[src/hw/rtl/ifmt_pkg.sv]
// ----------------------------------------------------------------------------
// Integer to ASCII formatter package
// Payload types, microcode format and the control program.
// ----------------------------------------------------------------------------
package ifmt_pkg;

   localparam int WORD_BITS = 32;
   // decimal digits needed for the magnitude: floor(W * log10(2)) + 1
   localparam int DEC_DIGITS = (WORD_BITS * 30103) / 100000 + 1;
   localparam int DIGIT_BITS = DEC_DIGITS * 4;
   localparam int BIT_CNT_BITS = $clog2(WORD_BITS + 1);
   localparam int DIG_CNT_BITS = $clog2(DEC_DIGITS + 1);
   localparam int STEP_BITS = 4;

   localparam logic [6:0] CHAR_MINUS = 7'd45;
   localparam logic [6:0] CHAR_ZERO  = 7'd48;
   localparam logic [6:0] CHAR_UPPER_A = 7'd65;
   localparam logic [6:0] CHAR_X     = 7'd120;

   typedef enum logic {
      MODE_DEC = 1'b0,
      MODE_HEX = 1'b1
   } mode_type;

   typedef struct packed {
      logic                 req_type;
      logic [WORD_BITS-1:0] value;
   } req_payload_type;

   typedef struct packed {
      logic [6:0] character;
      logic       last;
   } rsp_payload_type;

   typedef enum logic [2:0] {
      OP_NOP,
      OP_LOAD,
      OP_EMIT,
      OP_DABBLE,
      OP_DIGIT
   } uop_type;

   typedef enum logic [2:0] {
      COND_NONE,
      COND_ALWAYS,
      COND_HEX,
      COND_POS,
      COND_BIT_MORE,
      COND_DIGIT_MORE
   } cond_type;

   typedef struct packed {
      uop_type              op;
      logic [6:0]           emit_char;
      cond_type             cond;
      logic [STEP_BITS-1:0] target;
   } ctrl_word_type;

   // sequencer -> datapath
   typedef struct packed {
      uop_type op;
      logic    fire;
   } dp_ctrl_type;

   // datapath -> sequencer
   typedef struct packed {
      logic       hex;
      logic       neg;
      logic       bit_more;
      logic       digit_more;
      logic       skip;
      logic [6:0] digit_char;
   } dp_status_type;

   localparam logic [STEP_BITS-1:0] STEP_IDLE   = 4'd0;
   localparam logic [STEP_BITS-1:0] STEP_DABBLE = 4'd4;
   localparam logic [STEP_BITS-1:0] STEP_DIGITS = 4'd5;
   localparam logic [STEP_BITS-1:0] STEP_PREFIX = 4'd7;

   // control program; a step that does not jump falls through to the next one
   function automatic ctrl_word_type ucode_rom(input logic [STEP_BITS-1:0] step);
      ctrl_word_type w;
      w = '{op: OP_NOP, emit_char: CHAR_ZERO, cond: COND_ALWAYS, target: STEP_IDLE};
      unique case (step)
         4'd0: w = '{op: OP_LOAD,   emit_char: CHAR_ZERO,  cond: COND_NONE,
                     target: STEP_IDLE};
         4'd1: w = '{op: OP_NOP,    emit_char: CHAR_ZERO,  cond: COND_HEX,
                     target: STEP_PREFIX};
         4'd2: w = '{op: OP_NOP,    emit_char: CHAR_ZERO,  cond: COND_POS,
                     target: STEP_DABBLE};
         4'd3: w = '{op: OP_EMIT,   emit_char: CHAR_MINUS, cond: COND_NONE,
                     target: STEP_IDLE};
         4'd4: w = '{op: OP_DABBLE, emit_char: CHAR_ZERO,  cond: COND_BIT_MORE,
                     target: STEP_DABBLE};
         4'd5: w = '{op: OP_DIGIT,  emit_char: CHAR_ZERO,  cond: COND_DIGIT_MORE,
                     target: STEP_DIGITS};
         4'd6: w = '{op: OP_NOP,    emit_char: CHAR_ZERO,  cond: COND_ALWAYS,
                     target: STEP_IDLE};
         4'd7: w = '{op: OP_EMIT,   emit_char: CHAR_ZERO,  cond: COND_NONE,
                     target: STEP_IDLE};
         4'd8: w = '{op: OP_EMIT,   emit_char: CHAR_X,     cond: COND_ALWAYS,
                     target: STEP_DIGITS};
         default: w = '{op: OP_NOP, emit_char: CHAR_ZERO,  cond: COND_ALWAYS,
                        target: STEP_IDLE};
      endcase
      return w;
   endfunction

   function automatic logic [6:0] nibble_char(input logic [3:0] nib);
      logic [6:0] c;
      if (nib >= 4'd10) begin
         c = CHAR_UPPER_A + {3'b000, nib} - 7'd10;
      end else begin
         c = CHAR_ZERO + {3'b000, nib};
      end
      return c;
   endfunction

endpackage

[src/hw/rtl/ifmt_datapath.sv]
// ----------------------------------------------------------------------------
// Integer to ASCII formatter datapath
// Magnitude and BCD/hex digit registers, shift-add-3 step and digit output.
// ----------------------------------------------------------------------------
module ifmt_datapath (
   input  logic                     clock,
   input  ifmt_pkg::dp_ctrl_type    ctrl,
   input  ifmt_pkg::req_payload_type req_payload,
   output ifmt_pkg::dp_status_type  status
);

   localparam int W  = ifmt_pkg::WORD_BITS;
   localparam int ND = ifmt_pkg::DEC_DIGITS;
   localparam int DW = ifmt_pkg::DIGIT_BITS;
   localparam int BCW = ifmt_pkg::BIT_CNT_BITS;
   localparam int DCW = ifmt_pkg::DIG_CNT_BITS;

   logic [W-1:0]   mag_ff, mag_in;
   logic [DW-1:0]  digits_ff, digits_in;
   logic [DW-1:0]  adjusted;
   logic [BCW-1:0] bit_cnt_ff, bit_cnt_in;
   logic [DCW-1:0] dig_cnt_ff, dig_cnt_in;
   logic           hex_ff, hex_in;
   logic           neg_ff, neg_in;
   logic           started_ff, started_in;
   logic [3:0]     top_digit;
   logic           skip;

   // add 3 to every BCD digit of 5 or more before the shift
   always_comb begin
      for (int i = 0; i < ND; i++) begin
         if (digits_ff[i*4 +: 4] >= 4'd5) begin
            adjusted[i*4 +: 4] = digits_ff[i*4 +: 4] + 4'd3;
         end else begin
            adjusted[i*4 +: 4] = digits_ff[i*4 +: 4];
         end
      end
   end

   assign top_digit = digits_ff[DW-1 -: 4];
   assign skip = !started_ff && (top_digit == 4'd0) && (dig_cnt_ff != DCW'(1));

   always_comb begin
      mag_in     = mag_ff;
      digits_in  = digits_ff;
      bit_cnt_in = bit_cnt_ff;
      dig_cnt_in = dig_cnt_ff;
      hex_in     = hex_ff;
      neg_in     = neg_ff;
      started_in = started_ff;
      if (ctrl.fire) begin
         unique case (ctrl.op)
            ifmt_pkg::OP_LOAD: begin
               hex_in     = (req_payload.req_type == ifmt_pkg::MODE_HEX);
               neg_in     = (req_payload.req_type == ifmt_pkg::MODE_DEC)
                            && req_payload.value[W-1];
               mag_in     = neg_in ? (~req_payload.value + W'(1)) : req_payload.value;
               digits_in  = hex_in ? DW'(req_payload.value) : '0;
               bit_cnt_in = BCW'(W);
               dig_cnt_in = DCW'(ND);
               started_in = 1'b0;
            end
            ifmt_pkg::OP_DABBLE: begin
               digits_in  = {adjusted[DW-2:0], mag_ff[W-1]};
               mag_in     = {mag_ff[W-2:0], 1'b0};
               bit_cnt_in = bit_cnt_ff - BCW'(1);
            end
            ifmt_pkg::OP_DIGIT: begin
               digits_in  = {digits_ff[DW-5:0], 4'b0000};
               dig_cnt_in = dig_cnt_ff - DCW'(1);
               started_in = started_ff | !skip;
            end
            default: begin
            end
         endcase
      end
   end

   always_ff @(posedge clock) begin
      mag_ff     <= mag_in;
      digits_ff  <= digits_in;
      bit_cnt_ff <= bit_cnt_in;
      dig_cnt_ff <= dig_cnt_in;
      hex_ff     <= hex_in;
      neg_ff     <= neg_in;
      started_ff <= started_in;
   end

   assign status.hex        = hex_ff;
   assign status.neg        = neg_ff;
   assign status.bit_more   = (bit_cnt_ff != BCW'(1));
   assign status.digit_more = (dig_cnt_ff != DCW'(1));
   assign status.skip       = skip;
   assign status.digit_char = ifmt_pkg::nibble_char(top_digit);

endmodule

[src/hw/rtl/integer_to_ascii_formatter_unit.sv]
// ----------------------------------------------------------------------------
// Integer to ASCII formatter unit
// Microcoded converter from a 32-bit word to decimal or 0x-hex ASCII text.
// ----------------------------------------------------------------------------
// - req: mode (req_type: 0 signed decimal, 1 hex) and a 32-bit value.
//   req_stall is low only in the idle step outside reset: one value at a time.
// - rsp: one transfer per character, most significant first, last set on the
//   final one (1 to 11 characters per value).
// - Steps depend only on mode and sign: a decimal value takes a shift-add-3
//   pass over all 32 bits, a negative one after a minus step; both modes
//   then take 10 digit steps, leading zeros with no output. The first
//   character is the 0 of the prefix in hex, the minus sign for a negative
//   decimal, else the first digit after the pass.
// - One output register holds the pending character; while rsp_stall holds it
//   there, the sequencer waits at its next character step; a skipped leading
//   zero does not wait.
// - Reset: synchronous, clears the step counter and the output valid; the
//   unit takes a request in the first cycle after reset drops.
// ----------------------------------------------------------------------------
module integer_to_ascii_formatter_unit (
   input  logic                      clock,
   input  logic                      reset,
   input  logic                      req_valid,
   output logic                      req_stall,
   input  ifmt_pkg::req_payload_type req_payload,
   output logic                      rsp_valid,
   input  logic                      rsp_stall,
   output ifmt_pkg::rsp_payload_type rsp_payload
);

   localparam int SB = ifmt_pkg::STEP_BITS;

   logic [SB-1:0]             step_ff, step_in;
   logic                      rsp_valid_ff, rsp_valid_in;
   ifmt_pkg::rsp_payload_type rsp_payload_ff, rsp_payload_in;
   ifmt_pkg::ctrl_word_type   uword;
   ifmt_pkg::dp_ctrl_type     dp_ctrl;
   ifmt_pkg::dp_status_type   dp_status;
   logic                      slot_free;
   logic                      fire;
   logic                      emit;
   logic                      take_jump;

   assign uword     = ifmt_pkg::ucode_rom(step_ff);
   assign slot_free = !rsp_valid_ff || !rsp_stall;

   always_comb begin
      unique case (uword.op)
         ifmt_pkg::OP_LOAD:  fire = req_valid;
         ifmt_pkg::OP_EMIT:  fire = slot_free;
         ifmt_pkg::OP_DIGIT: fire = dp_status.skip || slot_free;
         default:            fire = 1'b1;
      endcase
   end

   assign emit = fire && ((uword.op == ifmt_pkg::OP_EMIT)
                 || ((uword.op == ifmt_pkg::OP_DIGIT) && !dp_status.skip));

   always_comb begin
      unique case (uword.cond)
         ifmt_pkg::COND_NONE:       take_jump = 1'b0;
         ifmt_pkg::COND_ALWAYS:     take_jump = 1'b1;
         ifmt_pkg::COND_HEX:        take_jump = dp_status.hex;
         ifmt_pkg::COND_POS:        take_jump = !dp_status.neg;
         ifmt_pkg::COND_BIT_MORE:   take_jump = dp_status.bit_more;
         ifmt_pkg::COND_DIGIT_MORE: take_jump = dp_status.digit_more;
         default:                   take_jump = 1'b0;
      endcase
   end

   always_comb begin
      priority if (!fire) begin
         step_in = step_ff;
      end else if (take_jump) begin
         step_in = uword.target;
      end else begin
         step_in = step_ff + SB'(1);
      end
   end

   always_comb begin
      rsp_valid_in   = emit || (rsp_valid_ff && rsp_stall);
      rsp_payload_in = rsp_payload_ff;
      if (emit) begin
         if (uword.op == ifmt_pkg::OP_DIGIT) begin
            rsp_payload_in.character = dp_status.digit_char;
            rsp_payload_in.last      = !dp_status.digit_more;
         end else begin
            rsp_payload_in.character = uword.emit_char;
            rsp_payload_in.last      = 1'b0;
         end
      end
   end

   always_ff @(posedge clock) begin
      if (reset) begin
         step_ff      <= ifmt_pkg::STEP_IDLE;
         rsp_valid_ff <= 1'b0;
      end else begin
         step_ff      <= step_in;
         rsp_valid_ff <= rsp_valid_in;
      end
      rsp_payload_ff <= rsp_payload_in;
   end

   assign dp_ctrl.op   = uword.op;
   assign dp_ctrl.fire = fire;

   ifmt_datapath u_datapath (
      .clock       (clock),
      .ctrl        (dp_ctrl),
      .req_payload (req_payload),
      .status      (dp_status)
   );

   // no request transfer while reset holds the sequencer
   assign req_stall   = reset || (uword.op != ifmt_pkg::OP_LOAD);
   assign rsp_valid   = rsp_valid_ff;
   assign rsp_payload = rsp_payload_ff;

endmodule

[config.mk]
export PLATFORM = sky130hd
export DESIGN_NAME = integer_to_ascii_formatter_unit
export DESIGN_NICKNAME = d
export VERILOG_FILES = /design/src/hw/rtl/ifmt_pkg.sv /design/src/hw/rtl/ifmt_datapath.sv /design/src/hw/rtl/integer_to_ascii_formatter_unit.sv
export SDC_FILE = /design/constraint.sdc
export NUM_CORES = 1
export LEC_CHECK = 0
export BUFFER_PORTS_ARGS = -buffer_cell sky130_fd_sc_hd__buf_2
export CORE_MARGIN = 5
export CORE_UTILIZATION = 55
export CTS_CLUSTER_SIZE = 30
export DETAILED_ROUTE_END_ITERATION = 6
export PLACE_DENSITY = 0.8
export SYNTH_ARGS = -nofsm -noshare
export SYNTH_HDL_FRONTEND = slang
export SYNTH_SLANG_ARGS = --single-unit
[constraint.sdc]
create_clock -name clock -period 7.4 [get_ports clock]
set_input_delay 0.74 -clock clock [delete_from_list [all_inputs] [get_ports clock]]
set_output_delay 0.74 -clock clock [all_outputs]
set_load 0.005 [all_outputs]
-- Word-level counts from Yosys, hierarchy flattened
Memories as Yosys holds them, arrays and structs flattened. A register that Yosys moved wholly into a read port is not among the register bits.
Cells that the tools add are included.
- register bits: 98
- bits in read-only memories: 224
- bits of input ports: 37
- output and inout port bits: 10
- word-level logic and storage cells: 104
- memories kept: 1
- memories (memory ; words ; width ; rd ports ; clocked after memory_dff ; write ports ; line ; text):
    (name not given) ; 16 ; 14 ; 1 ; 1 ; 0 ; ifmt_pkg.sv:84 ; unique case (step)
- add/sub/neg operators: 17
- order comparisons: 11
- equal/unequal tests: 12
- mux-type cells: 24
- bitwise gates (word level): 3
- reductions and logical operators: 25
- operators with widths (cell ; number):
    $pmux 40 s3 ; 1
    $mux 32 ; 2
    $pmux 32 s2 ; 1
    $mux 4 ; 12
    $ge 4x3->1 const B ; 10
    $add 4x2->4 const B ; 9
    $add 32x1->32 const B ; 1
    $not 32->32 ; 1
    $eq 3x2->1 const B ; 4
    $pmux 6 s2 ; 1
    $eq 3x3->1 const B ; 3
    $mux 8 ; 1
    $pmux 4 s2 ; 1
    $reduce_and 2->1 ; 4
    $add 6x4->7 const A ; 1
    $add 7x4->7 const A ; 1
    $mux 7 ; 1
    $sub 7x4->7 const B ; 1
    $eq 3x1->1 const B ; 2
    $logic_and 1x1->1 ; 6
    $logic_not 1->1 ; 6
    $ne 6x1->1 const B ; 1
    $sub 6x1->6 const B ; 1
    $logic_or 1x1->1 ; 5
    other kinds (15) ; 16

-- Depth between registers and ports, before layout
- depth in word-level cells: 8
- depth in mapped cells: 11
- depth with buffers taken out: 11

-- By module
A second synthesis with hierarchy kept.
- cell total of the unflattened synthesis: 684
- area total of the unflattened synthesis: 6741.5 um^2
- modules (own cells, without submodules) (module ; times used ; cells each ; area each (um^2) ; sequential area each (um^2)):
    ifmt_datapath ; 1 ; 577 ; 5515.3 ; 2552.4
    integer_to_ascii_formatter_unit ; 1 ; 107 ; 1226.2 ; 600.6

-- Least setup slack after synthesis
OpenSTA, ideal clock, no wires.
- path kind: register to register
- start: register u_datapath.digits_ff[36]
- end: register u_datapath.digits_ff[0] (enable)
- library setup time: 0.493 ns
- arrival time: 4.205 ns
- data required time: 6.907 ns
- setup slack: 2.702 ns
- stages on the path, launching flop included: 7
- buffers on the path: 0
- period minus slack after synthesis: 4.698 ns
- path through: edfxtp_1 > inv_1 > ha_1 > nor4b_2 > a211oi_2 > or2_2 > o21ai_0
- cells in the longest elaborated chain, start to end: 6
- ends and longest elaborated chain (element ; line ; text):
    start, declared ; ifmt_datapath.sv:19 ; logic [DW-1:0] digits_ff, digits_in;
    start signal, assigned ; ifmt_datapath.sv:81 ; digits_ff <= digits_in;
    $logic_not 4->1 ; ifmt_datapath.sv:41 ; assign skip = !started_ff && (top_digit == 4'd0) && (dig_cnt_ff != DCW'(1));
    $logic_and 1x1->1 (2 in a row) ; ifmt_datapath.sv:41 ;
    $logic_or 1x1->1 ; integer_to_ascii_formatter_unit.sv:51 ; ifmt_pkg::OP_DIGIT: fire = dp_status.skip || slot_free;
    $pmux 1 s3 ; integer_to_ascii_formatter_unit.sv:48 ; unique case (uword.op)
    $reduce_and 2->1 (no source line) ; -- ;
Every way passes these cells.
A chain may end at the register's enable or synchronous reset.

-- Worst setup path after layout
- start: register uword[15] (netlist name)
- end: register uword[15] (netlist name)
- cells in the longest elaborated chain, start to end: 4
- elaborated cells between the ends (all ways): 6
- classes of those cells: 3 x eq/ne; 3 x mux
- ends and longest elaborated chain (element ; line):
    $eq 3x3->1, or another cell as far along ; integer_to_ascii_formatter_unit.sv:48
    $pmux 1 s3 * ; integer_to_ascii_formatter_unit.sv:48
    $mux 4 (no source line) * (2 in a row) ; --
Every way passes the cells marked *; elsewhere a longest branch is shown, timed or not.

==> flow_summary.toml <==
[run_status]
status = "finished, final reports clean"

[logic_synthesis]
synth-main-ff-cell = "edfxtp_1"
syn-cell-area_sq_mm = 0.00656
ys_seq_area_frac = 0.481
async_reset_ff_frac = 0
synth.distinct_cells = 69
synthCells = 675
synth_area_leaders = "edfxtp_1 43%, ha_1 6.1%, o21ai_0 6.1%"
synth_warnings = 0
avgSynthCellArea_sq_um = 9.71
synth_most_common_cell = "edfxtp_1"
synth-edff-count = 93
synth_top_area_frac = 0.426
synth_commonest_cells = "93 x edfxtp_1, 80 x o21ai_0, 72 x nor2_1, 65 x nand2_1, 61 x a21oi_1"
synth-seq-cells = 111
synth_nets = 744
synth_top_area_cell = "edfxtp_1"

[worst_setup_path]
path_cells = "or3b_1 > a211oi_2 > nor2_1 > a21oi_1 > a311oi_1 > inv_1 > ha_1 > mux2i_1 > o22ai_1"
arrival_ns = 3.46
crit_path_end_kind = "register"
crit_path_start_kind = "register"
cp_slowest_stage_delay_ns = 0.72
critPathMaxFanout = 24
critPathRequiredTime_ns = 7.62
slowest_stage = "or3b_1"
path_class = "reg -> reg"

[sta]
hold_ws_ns = 0.511
max_freq_mhz = 309
final-hold-violation-count = 0
worst_pin_slew_ns = 1.19
period_share = 0.438
slew_headroom = 0.208
fin_crit_ns = 3.24
slew_violations = 0
tns_ns = 0
fin_skew_ns = 0.00831
rsz0062_at_grt = "false"
fin_ws_ns = 4.16
setup_viol = 0

[detailed_routing]
drt_pass1_iterations = 5
antenna_left = 0
detail_route.iter0.violations = 455
wl_per_cell_microns = 17.0
via_count = 5190
drt_wl_total_microns = 14500
drc = 0
avgViaCountPerCell = 6.07

[pwr]
leakage_nw = 2.63
ir_worst_vdd_mv = 0.154
clkPwrFrac = 0.217
p_per_area_mw_per_mm2 = 322
netSwitchingPower_mw = 0.830
finalPower_mw = 2.32
swShare = 0.358
combPwrFrac = 0.326
p_int_mw = 1.49
pwr-share-seq = 0.457

[finish]
synthToLayoutAreaGrowth_pct = 9.54
fin_nets = 775
drive_gt1_frac = 0.125
fillers = 919
finalInstanceArea_sq_mm = 0.00718

[clocking]
cts_tree = "yes"
postCtsSetupBuffers = 0
cts_made_buffers = 9
cts.sinks = 111
clockBufferDepth = 2
clock_latency_ns = 0.36
cts.htree.levels = 3
clockRootBuffer = "clkbuf_16"
clk_pin_slew_ns = 0.07
cts_resized = 0
cts_hold_buf = 0

[placed_design]
io_buffers = 46
gp_congestion = 0.855
post-dp-hpwl_microns = 10300
pre_cts_slack_ns = 4.17
placed_cell_area_sq_mm = 0.00688

[run]
drv_cap = 0

[global_route]
grt.overflow.total = 0
grt_pass1_wl_microns = 24000
grt_pass1_vias = 5102
antenna_found_initial = 1
gr-usage-all-layers = 0.208
grt_max_degree = 59

[floorplanning]
die_y_microns = 119
coreArea_sq_mm = 0.0116
dieArea_sq_mm = 0.0142
rows = 39
boundaryPins = 47
start_util = 0.567
die_x_microns = 119

[worst_hold_path]
hp-class = "reg -> reg"
[stage by stage]
stage / util / instances
4_1_cts: 0.621 / 854
3_5_place_dp: 0.595 / 838
6_report: 0.621 / 855
3_3_place_gp: 0.595 / 838
2_1_floorplan: - / 675
5_1_grt: 0.621 / 855
[registers in the layout, summed over array words and instances (netlist names)]
| register | count |
|---|---|
| u_datapath.neg_ff | 1 |
| u_datapath.hex_ff | 1 |
| rsp_payload | 8 |
| u_datapath.started_ff | 1 |
| u_datapath.dig_cnt_ff | 4 |
| u_datapath.bit_cnt_ff | 6 |
| u_datapath.mag_ff | 32 |
| u_datapath.digits_ff | 40 |
| uword | 13 |
| step_ff | 4 |
| rsp_valid | 1 |
[cell families (layout without fill, tap and decap cells)]
logic type	count (synthesis)	after routing	synth area share
fa+ha+maj	32	32	0.0611
compound gates	205	205	0.188
flops	111	111	0.481
other cells	0	1	0
buf+inv	67	103	0.0437
mux	2	2	0.00305
xor+xnor	48	48	0.0641
simple gates	210	210	0.160
[layer usage]
metal	up-vias	global-route usage	share of wire
li1	2500	-	-
met4	0	0.0825	0.023
met2	169	0.345	0.48
met1	2492	0.267	0.43
met5	-	0	0
met3	29	0.0427	0.063
[final timing paths]
path / slack (ns) / cells after the start / end / start
worst max-delay path: 4.16 / 9 / uword[15] / uword[15]
worst min-delay path: 0.51 / 1 / rsp_payload[7] / uword[13]
worst max register to register: 4.16 / 9 / uword[15] / uword[15]
worst min register to register: 0.51 / 1 / rsp_payload[7] / uword[13]
[power by group through the flow]
stage	Sequential, mW	Combinational, mW	Clock, mW
3_5_place_dp	1.07	0.747	0
2_1_floorplan	1.04	0.571	0
4_1_cts	1.06	0.754	0.507
3_3_place_gp	1.06	0.703	0
6_report	1.06	0.755	0.502
5_1_grt	1.08	0.852	0.530
[cells in the final DEF (no fill, tap or decap), types with 3 or more instances in the layout]
cell	instances
nand2_1	65
a221o_1	7
o22ai_1	5
nor2_1	70
dfxtp_1	18
xnor2_1	34
a22oi_1	15
nor3b_1	11
clkbuf_16	9
a311oi_1	3
a31oi_1	6
edfxtp_1	93
nor3_1	9
or3_2	4
o31ai_1	4
buf_4	3
ha_1	32
o21ai_0	79
nand3_1	7
a21oi_1	61
nand2b_1	12
and2_1	3
buf_2	46
inv_1	37
xor2_1	14
[area by class of cell]
cell class | instances | area (sq um) | area share
Multi-Input combinational cell | 497 | 3150 | 0.438
Clock buffer | 12 | 256 | 0.0357
Sequential cell | 111 | 3150 | 0.439
Tap cell | 143 | 179 | 0.0249
Inverter | 38 | 145 | 0.0202
Clock inverter | 4 | 45.0 | 0.00627
Timing Repair Buffer | 49 | 253 | 0.0352
Antenna cell | 1 | 2.50 | 0.000348
[worst max-delay path, delay by kind of cell (launching register included)]
kind	cells	cell delay (ns)
simple gates	2	1.11
fa+ha+maj	1	0.27
buf+inv	1	0.15
mux	1	0.17
compound gates	4	0.94
flops	1	0.46
Power figures use the tool's default switching activity.
